===== config.mk =====
export PLATFORM = sky130hd
export DESIGN_NAME = rsva_queue
export DESIGN_NICKNAME = d
export VERILOG_FILES = /design/src/design/rsva_pkg.sv /design/src/design/rsva_queue.sv
export SDC_FILE = /design/constraint.sdc
export NUM_CORES = 1
export LEC_CHECK = 0
export BUFFER_PORTS_ARGS = -buffer_cell sky130_fd_sc_hd__buf_2
export CORE_MARGIN = 2
export CORE_UTILIZATION = 45
export CTS_CLUSTER_DIAMETER = 120
export DETAILED_ROUTE_END_ITERATION = 12
export PLACE_DENSITY = 0.71
export SYNTH_ARGS = -nofsm -noshare
export SYNTH_HDL_FRONTEND = slang
export SYNTH_SLANG_ARGS = --single-unit

===== constraint.sdc =====
create_clock -name clk -period 2.9 [get_ports clk]
set_input_delay 0.145 -clock clk [delete_from_list [all_inputs] [get_ports clk]]
set_output_delay 0.145 -clock clk [all_outputs]
set_load 0.05 [all_outputs]

===== src/design/rsva_pkg.sv =====
`timescale 1ns / 1ps
`default_nettype none

package rsva_pkg;

  // default store dimensions
  localparam int DEF_MAX_ROWS = 256;
  localparam int DEF_MAX_COLS = 256;

  // field widths
  localparam int CMD_W    = 2;
  localparam int MAG_W    = 16;
  localparam int COORD_W  = 11;
  localparam int DIM_W    = 9;
  localparam int ORIENT_W = 17;
  localparam int MSUM_W   = 33;
  localparam int CFG_IDX_W  = 2;
  localparam int CFG_DATA_W = 16;

  // saturation floors of the two sums
  localparam logic [ORIENT_W-1:0] ORIENT_MIN = {1'b1, {(ORIENT_W-1){1'b0}}};
  localparam logic [MSUM_W-1:0]   MSUM_MIN   = {1'b1, {(MSUM_W-1){1'b0}}};

  // input command codes
  localparam logic [CMD_W-1:0] CMD_PROJECT    = 2'd0;
  localparam logic [CMD_W-1:0] CMD_READ       = 2'd1;
  localparam logic [CMD_W-1:0] CMD_READ_CLEAR = 2'd2;

  // configuration register indexes
  localparam logic [CFG_IDX_W-1:0] REG_ROW_COUNT = 2'd0;
  localparam logic [CFG_IDX_W-1:0] REG_COL_COUNT = 2'd1;
  localparam logic [CFG_IDX_W-1:0] REG_THRESHOLD = 2'd2;

  // what the back end does with a queued word
  typedef enum logic [1:0] {
    OP_NONE,
    OP_VOTE,
    OP_READ,
    OP_CLEAR
  } op_kind_t;

  // classified word, entry address travels alongside
  typedef struct packed {
    op_kind_t           kind;
    logic               in_range;
    logic [MAG_W-1:0]   magnitude;
  } op_t;

  // back end status seen by the front end
  typedef struct packed {
    logic clearing;
  } back_status_t;

endpackage

`default_nettype wire


===== src/design/rsva_queue.sv =====
`timescale 1ns / 1ps
`default_nettype none

module rsva_queue import rsva_pkg::*; #(
  parameter int WIDTH = 8
) (
  input  wire logic             clk,
  input  wire logic             rst,
  input  wire logic             push,
  input  wire logic [WIDTH-1:0] push_data,
  output logic                  full,
  input  wire logic             pop,
  output logic [WIDTH-1:0]      head_data,
  output logic                  empty
);

  // two-entry ring
  logic [WIDTH-1:0] slots [2];
  logic             wr_ptr;
  logic             rd_ptr;
  logic [1:0]       count;

  assign full      = (count == 2'd2);
  assign empty     = (count == 2'd0);
  assign head_data = slots[rd_ptr];

  // pointers and fill level
  always_ff @(posedge clk) begin
    if (rst) begin
      wr_ptr <= 1'b0;
      rd_ptr <= 1'b0;
      count  <= 2'd0;
    end else begin
      if (push) begin
        wr_ptr <= ~wr_ptr;
      end
      if (pop) begin
        rd_ptr <= ~rd_ptr;
      end
      case ({push, pop})
        2'b10:   count <= count + 2'd1;
        2'b01:   count <= count - 2'd1;
        default: count <= count;
      endcase
    end
  end

  // slot storage
  always_ff @(posedge clk) begin
    if (push) begin
      slots[wr_ptr] <= push_data;
    end
  end

endmodule

`default_nettype wire


==> qor.csv <==
stage,metric,value,unit
sta,tns,0,ns
sta,max_slew_margin,52.9,%
synth,ys_types,14,
global_routing,grt_max_degree,13,
power_and_ir_drop,powerDensity,673,nW/um^2
synth,syn_area,781,sq um
detailed_routing,drt_first_pass_iters,4,
finish,antennaDiodeCount,0,
synth,avgSynthCellArea,16.6,sq um
placed_design,gp_congestion,0.608,
critical_path,cp_data_arrival_time,1.43,ns
placed_design,io_buffers,21,
sta,drv_slew,0,
floorplan,start_util,46.7,%
synth,synth_top_family_by_area,multiplexers,
clock_network,path_clk_slew,0.11,ns
outcome,status,"complete, no violations",
detailed_routing,met2WireLength,509,um
detailed_routing,drtIter0Drc,6,
critical_path,critPathLaunchType,flip-flop,
sta,timing.final.crit_period,1.58,ns
finish,design_area,930,sq um
synth,yosysSeqAreaShare,74.4,%
power_and_ir_drop,internal_power,439,uW
floorplan,core_area,1670,sq um
clock_network,cts_tree,yes,
critical_path,cp.required,2.76,ns
synth,ys_seq_elements,21,
sta,setup_violations,0,
synth,synth_mux_area_share,11.5,%
finish,layout.nets,85,
synth,netlist_instances,47,
sta,clock.fmax,0.634,GHz
finish,finalNonFillerCells,88,
placed_design,place_inst,84,
sta,rsz0062_at_grt,false,
floorplan,die_y,45.7,um
placed_design,dp_slack,1.63,ns
floorplan,row_count,15,
detailed_routing,vias_per_cell,4.73,
global_routing,grt-ovfl-total,0,
sta,finalCritPeriodShare,54.4,%
global_routing,grt.total_usage,12.3,%
synth,synth-simple-area-share,5.61,%
finish,areaGrowthSynthToFinish,19.1,%
detailed_routing,ant_nets,0,
finish,n_fill_cell,142,
sta,layout_setup_ws,1.32,ns
detailed_routing,num_vias,416,
floorplan,dieArea,2080,sq um
clock_network,clockBufferDepth,2,
detailed_routing,wl,1070,um
global_routing,grt_pass1_vias,420,
clock_network,htree_levels,1,
power_and_ir_drop,combPwrFrac,20.8,%
power_and_ir_drop,ir_drop,0.000350,V
detailed_routing,route.met3.wl,59,um
clock_network,cts_buffers,3,
synth,synth_compound_area_share,1.28,%
hold_path,min_path_type,primary input to flip-flop,
detailed_routing,drcViolationCount,0,
power_and_ir_drop,p_switching,186,uW
detailed_routing,wl_met1,488,um
floorplan,fp.dieW,45.7,um
run,maxCapViolations,0,
power_and_ir_drop,p_sw_share,29.7,%
finish,final_layout_size_suffix_gt1_share,47.9,%
detailed_routing,top_layer,met4,
clock_network,clkLatencyLatePin,0.30,ns
global_routing,antenna_found_initial,0,
power_and_ir_drop,p_clk_share,21.8,%
clock_network,cts_setup_buffers,0,
synth,synthAdderAreaFrac,1.60,%
power_and_ir_drop,p_seq_share,57.4,%
detailed_routing,wl_per_cell,12.2,um
placed_design,place_area,902,sq um
sta,skew,0.00105,ns
global_routing,grt_pass1_wl,1670,um
synth,synth_xor_area_share,4.49,%
critical_path,crit_type,flip-flop to output port,
clock_network,root_buffer,clkbuf_4,
power_and_ir_drop,total_power,625,uW
sta,hold_viol,0,
sta,worstMarginPinSlew,0.703,ns
critical_path,cp_max_fo,8,
critical_path,worstSetupEndpointType,output port,
clock_network,postCtsHoldBufs,0,
power_and_ir_drop,cellLeakagePower,0.369,nW
floorplan,io_pins,22,
synth,synthesis.nets,60,
placed_design,place_hpwl,786,um
clock_network,cts.repair.resized,0,
synth,yosysWarnings,0,
clock_network,clkSinkCount,21,
critical path: stages, from the launching register on:
cell and delay, ns:
dfxtp_1 0.54, mux2_2 0.38, buf_2 0.21
placed cells by master, fill, tap and decap left out, types with 3 or more instances in the layout:
| master | instances |
|---|---|
| dfxtp_1 | 5 |
| clkbuf_4 | 3 |
| xnor2_1 | 3 |
| mux2_2 | 8 |
| edfxtp_1 | 16 |
| buf_2 | 21 |
| nor2_1 | 6 |
logic make-up after synthesis:
group,Yosys count
flip-flops,21
AND/OR/NAND/NOR,9
multiplexers,8
XOR/XNOR,4
AO/OA/AOI/OAI,2
buffers and inverters,2
adder cells (fa/ha/maj),1
metrics by stage:
stage | hold slack [ns] | utilization (%)
floorplan | 0.214 | -
global placement | 0.333 | 54.0
detailed placement | 0.337 | 54.0
CTS | 0.0176 | 55.7
global route | 0.000748 | 55.7
finish | 0.0267 | 55.7
routing by layer:
layer,up-vias,GRT usage [%]
li1,216,-
met1,183,14.3
met2,15,19.2
met3,2,3.57
met4,0,8.82
met5,-,0
synthesized netlist by cell type:
library cell | n | area share, %
buf_2 | 1 | 0.64
and2_1 | 1 | 0.80
nor2_1 | 6 | 2.9
dfxtp_1 | 5 | 13
xor2_1 | 1 | 1.1
inv_1 | 1 | 0.48
o21ai_0 | 1 | 0.64
and2b_2 | 1 | 1.1
xnor2_1 | 3 | 3.4
mux2_2 | 8 | 12
a21oi_1 | 1 | 0.64
or3_1 | 1 | 0.80
ha_1 | 1 | 1.6
edfxtp_1 | 16 | 62
power by group through the flow:
stage / Clock [mW] / Sequential, mW / Combinational (mW)
2_1_floorplan: 0 / 0.361 / 0.106
3_3_place_gp: 0 / 0.366 / 0.130
3_5_place_dp: 0 / 0.367 / 0.131
4_1_cts: 0.142 / 0.360 / 0.131
5_1_grt: 0.157 / 0.362 / 0.139
6_report: 0.136 / 0.359 / 0.130
final timing paths:
check,endpoint,slack [ns],cells after the start,startpoint
hold / removal,slots[0][0],0.03,1,push_data[0]
setup / recovery,head_data[6],1.32,2,flip-flop
setup reg to reg,slots[0][1],1.64,1,wr_ptr
hold reg to reg,count[1],0.50,2,count[1]
state kept, by name, summed over array words and instances (netlist names), named ones only:
signal / cells
wr_ptr: 1
slots: 16
count: 2
rd_ptr: 1
area by class of cell:
type	instances	area, sq um	share of cell area, %
multi-input combinational	24	191	20.6
clock inverter	1	5.00	0.538
inverter	1	3.75	0.404
clock buffer	3	22.5	2.42
sequential	21	581	62.4
tap	17	21.3	2.29
timing repair buffer	21	105	11.3
Power figures use the tool's default switching activity.
