File: src/design/rsva_pkg.sv
`timescale 1ns / 1ps
`default_nettype none

package rsva_pkg;

  // default store dimensions
  localparam int DEF_MAX_ROWS = 256;
  localparam int DEF_MAX_COLS = 256;

  // field widths
  localparam int CMD_W    = 2;
  localparam int MAG_W    = 16;
  localparam int COORD_W  = 11;
  localparam int DIM_W    = 9;
  localparam int ORIENT_W = 17;
  localparam int MSUM_W   = 33;
  localparam int CFG_IDX_W  = 2;
  localparam int CFG_DATA_W = 16;

  // saturation floors of the two sums
  localparam logic [ORIENT_W-1:0] ORIENT_MIN = {1'b1, {(ORIENT_W-1){1'b0}}};
  localparam logic [MSUM_W-1:0]   MSUM_MIN   = {1'b1, {(MSUM_W-1){1'b0}}};

  // input command codes
  localparam logic [CMD_W-1:0] CMD_PROJECT    = 2'd0;
  localparam logic [CMD_W-1:0] CMD_READ       = 2'd1;
  localparam logic [CMD_W-1:0] CMD_READ_CLEAR = 2'd2;

  // configuration register indexes
  localparam logic [CFG_IDX_W-1:0] REG_ROW_COUNT = 2'd0;
  localparam logic [CFG_IDX_W-1:0] REG_COL_COUNT = 2'd1;
  localparam logic [CFG_IDX_W-1:0] REG_THRESHOLD = 2'd2;

  // what the back end does with a queued word
  typedef enum logic [1:0] {
    OP_NONE,
    OP_VOTE,
    OP_READ,
    OP_CLEAR
  } op_kind_t;

  // classified word, entry address travels alongside
  typedef struct packed {
    op_kind_t           kind;
    logic               in_range;
    logic [MAG_W-1:0]   magnitude;
  } op_t;

  // back end status seen by the front end
  typedef struct packed {
    logic clearing;
  } back_status_t;

endpackage

`default_nettype wire

File: src/design/rsva_front.sv
`timescale 1ns / 1ps
`default_nettype none

module rsva_front import rsva_pkg::*; #(
  parameter int MAX_ROWS = DEF_MAX_ROWS,
  parameter int MAX_COLS = DEF_MAX_COLS,
  localparam int DEPTH   = MAX_ROWS * MAX_COLS,
  localparam int ADDR_W  = (DEPTH > 1) ? $clog2(DEPTH) : 1
) (
  input  wire logic                        clk,
  input  wire logic                        rst,
  // configuration
  input  wire logic                        cfg_write,
  input  wire logic [CFG_IDX_W-1:0]        cfg_index,
  input  wire logic [CFG_DATA_W-1:0]       cfg_data,
  // input channel
  input  wire logic                        in_valid,
  output logic                             in_stall,
  input  wire logic [CMD_W-1:0]            command,
  input  wire logic [MAG_W-1:0]            magnitude,
  input  wire logic signed [COORD_W-1:0]   target_col,
  input  wire logic signed [COORD_W-1:0]   target_row,
  // toward the queue
  output logic                             push,
  output op_t                              push_op,
  output logic [ADDR_W-1:0]                push_addr,
  input  wire logic                        queue_full,
  input  wire back_status_t                back_status
);

  logic [DIM_W-1:0] row_count;
  logic [DIM_W-1:0] col_count;
  logic [MAG_W-1:0] threshold;

  logic [COORD_W-1:0]   rows_eff;
  logic [COORD_W-1:0]   cols_eff;
  logic                 row_ok;
  logic                 col_ok;
  logic                 inr;
  logic [COORD_W-2:0]   row_idx;
  logic [COORD_W-2:0]   col_idx;

  // configuration registers
  always_ff @(posedge clk) begin
    if (rst) begin
      row_count <= 9'd256;
      col_count <= 9'd256;
      threshold <= '0;
    end else if (cfg_write) begin
      case (cfg_index)
        REG_ROW_COUNT: row_count <= cfg_data[DIM_W-1:0];
        REG_COL_COUNT: col_count <= cfg_data[DIM_W-1:0];
        REG_THRESHOLD: threshold <= cfg_data[MAG_W-1:0];
        default:       ;
      endcase
    end
  end

  // effective dimensions, clipped to the store size
  always_comb begin
    rows_eff = (COORD_W'(row_count) > COORD_W'(MAX_ROWS)) ? COORD_W'(MAX_ROWS)
                                                         : COORD_W'(row_count);
    cols_eff = (COORD_W'(col_count) > COORD_W'(MAX_COLS)) ? COORD_W'(MAX_COLS)
                                                         : COORD_W'(col_count);
  end

  // bounds check on 1-based coordinates
  always_comb begin
    row_ok  = !target_row[COORD_W-1] && (target_row != '0) &&
              ({1'b0, target_row[COORD_W-2:0]} <= rows_eff);
    col_ok  = !target_col[COORD_W-1] && (target_col != '0) &&
              ({1'b0, target_col[COORD_W-2:0]} <= cols_eff);
    inr     = row_ok && col_ok;
    row_idx = target_row[COORD_W-2:0] - 1'b1;
    col_idx = target_col[COORD_W-2:0] - 1'b1;
  end

  // column-major entry address
  assign push_addr = ADDR_W'(ADDR_W'(col_idx) * ADDR_W'(MAX_ROWS)) + ADDR_W'(row_idx);

  // classify the word
  always_comb begin
    push_op.magnitude = magnitude;
    push_op.in_range  = inr;
    push_op.kind      = OP_NONE;
    case (command)
      CMD_PROJECT: begin
        if (inr && (magnitude > threshold)) begin
          push_op.kind = OP_VOTE;
        end
      end
      CMD_READ: begin
        if (inr) begin
          push_op.kind = OP_READ;
        end
      end
      CMD_READ_CLEAR: begin
        if (inr) begin
          push_op.kind = OP_CLEAR;
        end
      end
      default: begin
        push_op.in_range = 1'b0;
      end
    endcase
  end

  // accept when the queue has room and the store is ready
  assign in_stall = queue_full || back_status.clearing;
  assign push     = in_valid && !in_stall;

endmodule

`default_nettype wire

File: config.mk
export PLATFORM = sky130hd
export DESIGN_NAME = rsva_front
export DESIGN_NICKNAME = d
export VERILOG_FILES = /design/src/design/rsva_pkg.sv /design/src/design/rsva_front.sv
export SDC_FILE = /design/constraint.sdc
export NUM_CORES = 1
export LEC_CHECK = 0
export BUFFER_PORTS_ARGS = -buffer_cell sky130_fd_sc_hd__clkbuf_2
export CAP_MARGIN = 40
export CORE_MARGIN = 4
export CORE_UTILIZATION = 40
export DETAILED_ROUTE_END_ITERATION = 8
export PLACE_DENSITY = 0.73
export REMOVE_ABC_BUFFERS = 1
export SETUP_SLACK_MARGIN = 0.02
export SYNTH_ARGS = -nofsm -noshare
export SYNTH_HDL_FRONTEND = slang
export SYNTH_SLANG_ARGS = --single-unit
File: constraint.sdc
create_clock -name clk -period 2.5 [get_ports clk]
set_input_delay 0 -clock clk [delete_from_list [all_inputs] [get_ports clk]]
set_output_delay 0 -clock clk [all_outputs]
set_load 0.05 [all_outputs]
==> metrics <==
Clk pwr share 29.9%; GR Overflow Total 0; Hold Fails Final Rpt 0; NumNets Final 557; Period minus WS final 2390 ps; worst min path class in -> reg; Post-Synthesis Cells 349; PwrDens 435 nW/um^2; post-DP HPWL 5590 microns; top-area cell type share of the netlist area 24.3%; Clk Latency, worst-skew pair 280 ps; RSZ-0062 raised after global routing yes; Main synth FF type dfxtp_1; vias in the first global route 2675; drt wl/cell 12.9 microns; Die ar. 8400 sq um; # rows 30; internal power 1040 uW; synthesis-stage register bit count 34; Leak 0.00165 uW; drt via density 4.89; Via Count 2691; gpl congestion 0.815; clk root buf clkbuf_8; Residual DRC 0; CTS tree yes; clk sinks 34; Slew @ Worst Pin 692 ps; Crit path arrival time 2390 ps; Ys Warns 0; Avg Cell Area, Syn 8.02 sq um; Die Height 91.7 microns; Critical Path RT 2500 ps; Max-slew headroom 53.7%; drt initial violations 121; Clock Tree Buf Depth 2; Port-buffer cells 100; Synth area leader dfxtp_1; Crit-path slowest cell dfxtp_4; Critical Path Source Type flop; first-pass GRT wire length 11600 microns; fmax 0.418 GHz; Final ANT Viol Nets 0; DIE WIDTH 91.7 microns; fraction of layout instances using a drive strength above 1 31.3%; synthesized area 2800 sq um; Max stage delay on crit path 380 ps; Top Ports 101; Final Setup Violations 0; WS Path Type reg -> out; total power 1600 uW; crit path max fanout 5; r2r setup slk 1600 ps; critical path cell sequence inv_4 > ha_1 > a211oi_1 > nand2_1 > nor4b_2 > o22ai_2 > nor4_4 > clkbuf_8; peak supply drop 0.268 mV; overall routed net length 7080 microns; register area share after synthesis 24.3%; Yosys cell types 53; hold slack final 8.45 ps; pins over their slew limit 0; combinational share of power 34.6%; CTS HTree Levels 2; number of detailed-route iterations in the first pass 4; core area 6790 sq um; Post-Route Skew 0 ps; ant diodes 0; fin crit share 95.7%; sequential power share 35.5%; main area contributors after synthesis dfxtp_1 (24%), ha_1 (17%), nand2_1 (7.8%); area grow syn2layout 31.8%; Max-Cap Viols 0; status completed; Clock transition at path regs 70 ps; Starting Density 41.2%; NetSw 567 uW; CTS buffer count 5; sw frac 35.3%; Post-synth EDFFs 0; post-synthesis async set-or-reset flop share 0%; initial antenna violation count 0; Crit. End Element output pin; largest net degree at the start of global routing 35; Tot GR Track Use 16.4%
per-layer routing:
metal  GRT usage (%)  up-vias  wire length [microns]
met5               0        -                      0
met4            4.90        0                    123
met3            2.38       14                    254
met2            31.3       56                   3780
met1            18.6     1222                   2920
li1                -     1399                      -
sequential cells by signal (all words and copies together) (netlist names):
name / count
threshold: 16
row_count: 9
col_count: 9
through the flow:
step | utilization [%] | setup WS, ps | instances | setup TNS, ps | area, sq um
global placement | 48.6 | 94.5 | 523 | 0 | 3300
detailed placement | 48.6 | 39.8 | 523 | 0 | 3300
global route | 54.3 | -16.5 | 550 | -30.0 | 3690
finish | 54.3 | 108 | 550 | 0 | 3690
CTS | 52.7 | 35.0 | 546 | 0 | 3580
floorplan | - | -409 | 324 | -1480 | 2640
cell families (layout without fill, tap and decap cells):
logic type	Yosys count	count (layout)	synth area share (%)
xor+xnor	18	18	5.63
buf+inv	54	159	9.52
compound gates	52	52	11.6
fa+ha+maj	40	40	18.1
mux	17	17	6.08
flops	34	34	24.3
simple gates	134	134	24.7
critical path, delay by kind of cell (launching register included):
kind                     cells  cell delay, ps
AO/OA/AOI/OAI                2             410
AND/OR/NAND/NOR              3             720
buffers and inverters        2             290
flip-flops                   1             380
adder cells (fa/ha/maj)      1             300
Yosys cell counts (3+ instances only):
cell,n
xor2_1,6
dfxtp_1,34
nor4_1,4
nor2b_1,5
clkbuf_1,6
a211oi_1,5
mux2i_1,17
buf_2,3
inv_1,25
and4_1,3
nor3_1,3
a21oi_1,23
nand4_1,3
nand2_1,58
nor2_1,26
nand2b_1,3
o21ai_1,4
inv_2,3
buf_4,16
nor3_2,3
nand3_1,5
xnor2_1,12
ha_1,39
o21ai_0,3
what timing repair did:
action,CTS,global route
resized for setup,5,19
pin swaps,1,6
hold buffers,15,0
endpoints found under the setup margin,3,9
cloned,0,1
buffers inserted,0,3
endpoints found under the hold margin,20,0
final timing paths:
check,startpoint,endpoint,cells after the start
max,col_count[8]$_SDFFE_PP1P_,push_op[17],8
min,cfg_data[6],threshold[6]$_SDFFE_PP0P_,3
max reg2reg,col_count[8]$_SDFFE_PP1P_,col_count[8]$_SDFFE_PP1P_,5
min reg2reg,threshold[9]$_SDFFE_PP0P_,threshold[9]$_SDFFE_PP0P_,2
cell usage in the layout (no fill, tap or decap), drive strengths merged, types with 3 or more instances in the layout:
master and count:
or3 3, a21oi 23, nor4 5, dfxtp 34
nand4 3, o21ai 7, dlygate4sd3 15, ha 39
a211oi 6, inv 28, nand3 5, mux2i 17
nand2 58, clkbuf 106, xnor2 12, nor2 28
nand2b 4, and4 3, nor3 6, buf 8
nor2b 5, xor2 6
cell type report:
class	instances	area, sq um
sequential	34	684
inverter	29	111
multi-input combinational	261	1930
timing repair inverter	1	7.51
timing repair buffer	121	724
fill	640	3100
tap	96	120
clock buffer	8	110
power groups by stage:
stage / clock (uW) / sequential [uW] / combinational, uW
after global placement: 0 / 581 / 501
after global routing: 508 / 571 / 603
after floorplan: 0 / 579 / 286
final: 479 / 570 / 556
after detailed placement: 0 / 582 / 513
after CTS: 485 / 570 / 536
(Power assumes the default switching activity.)
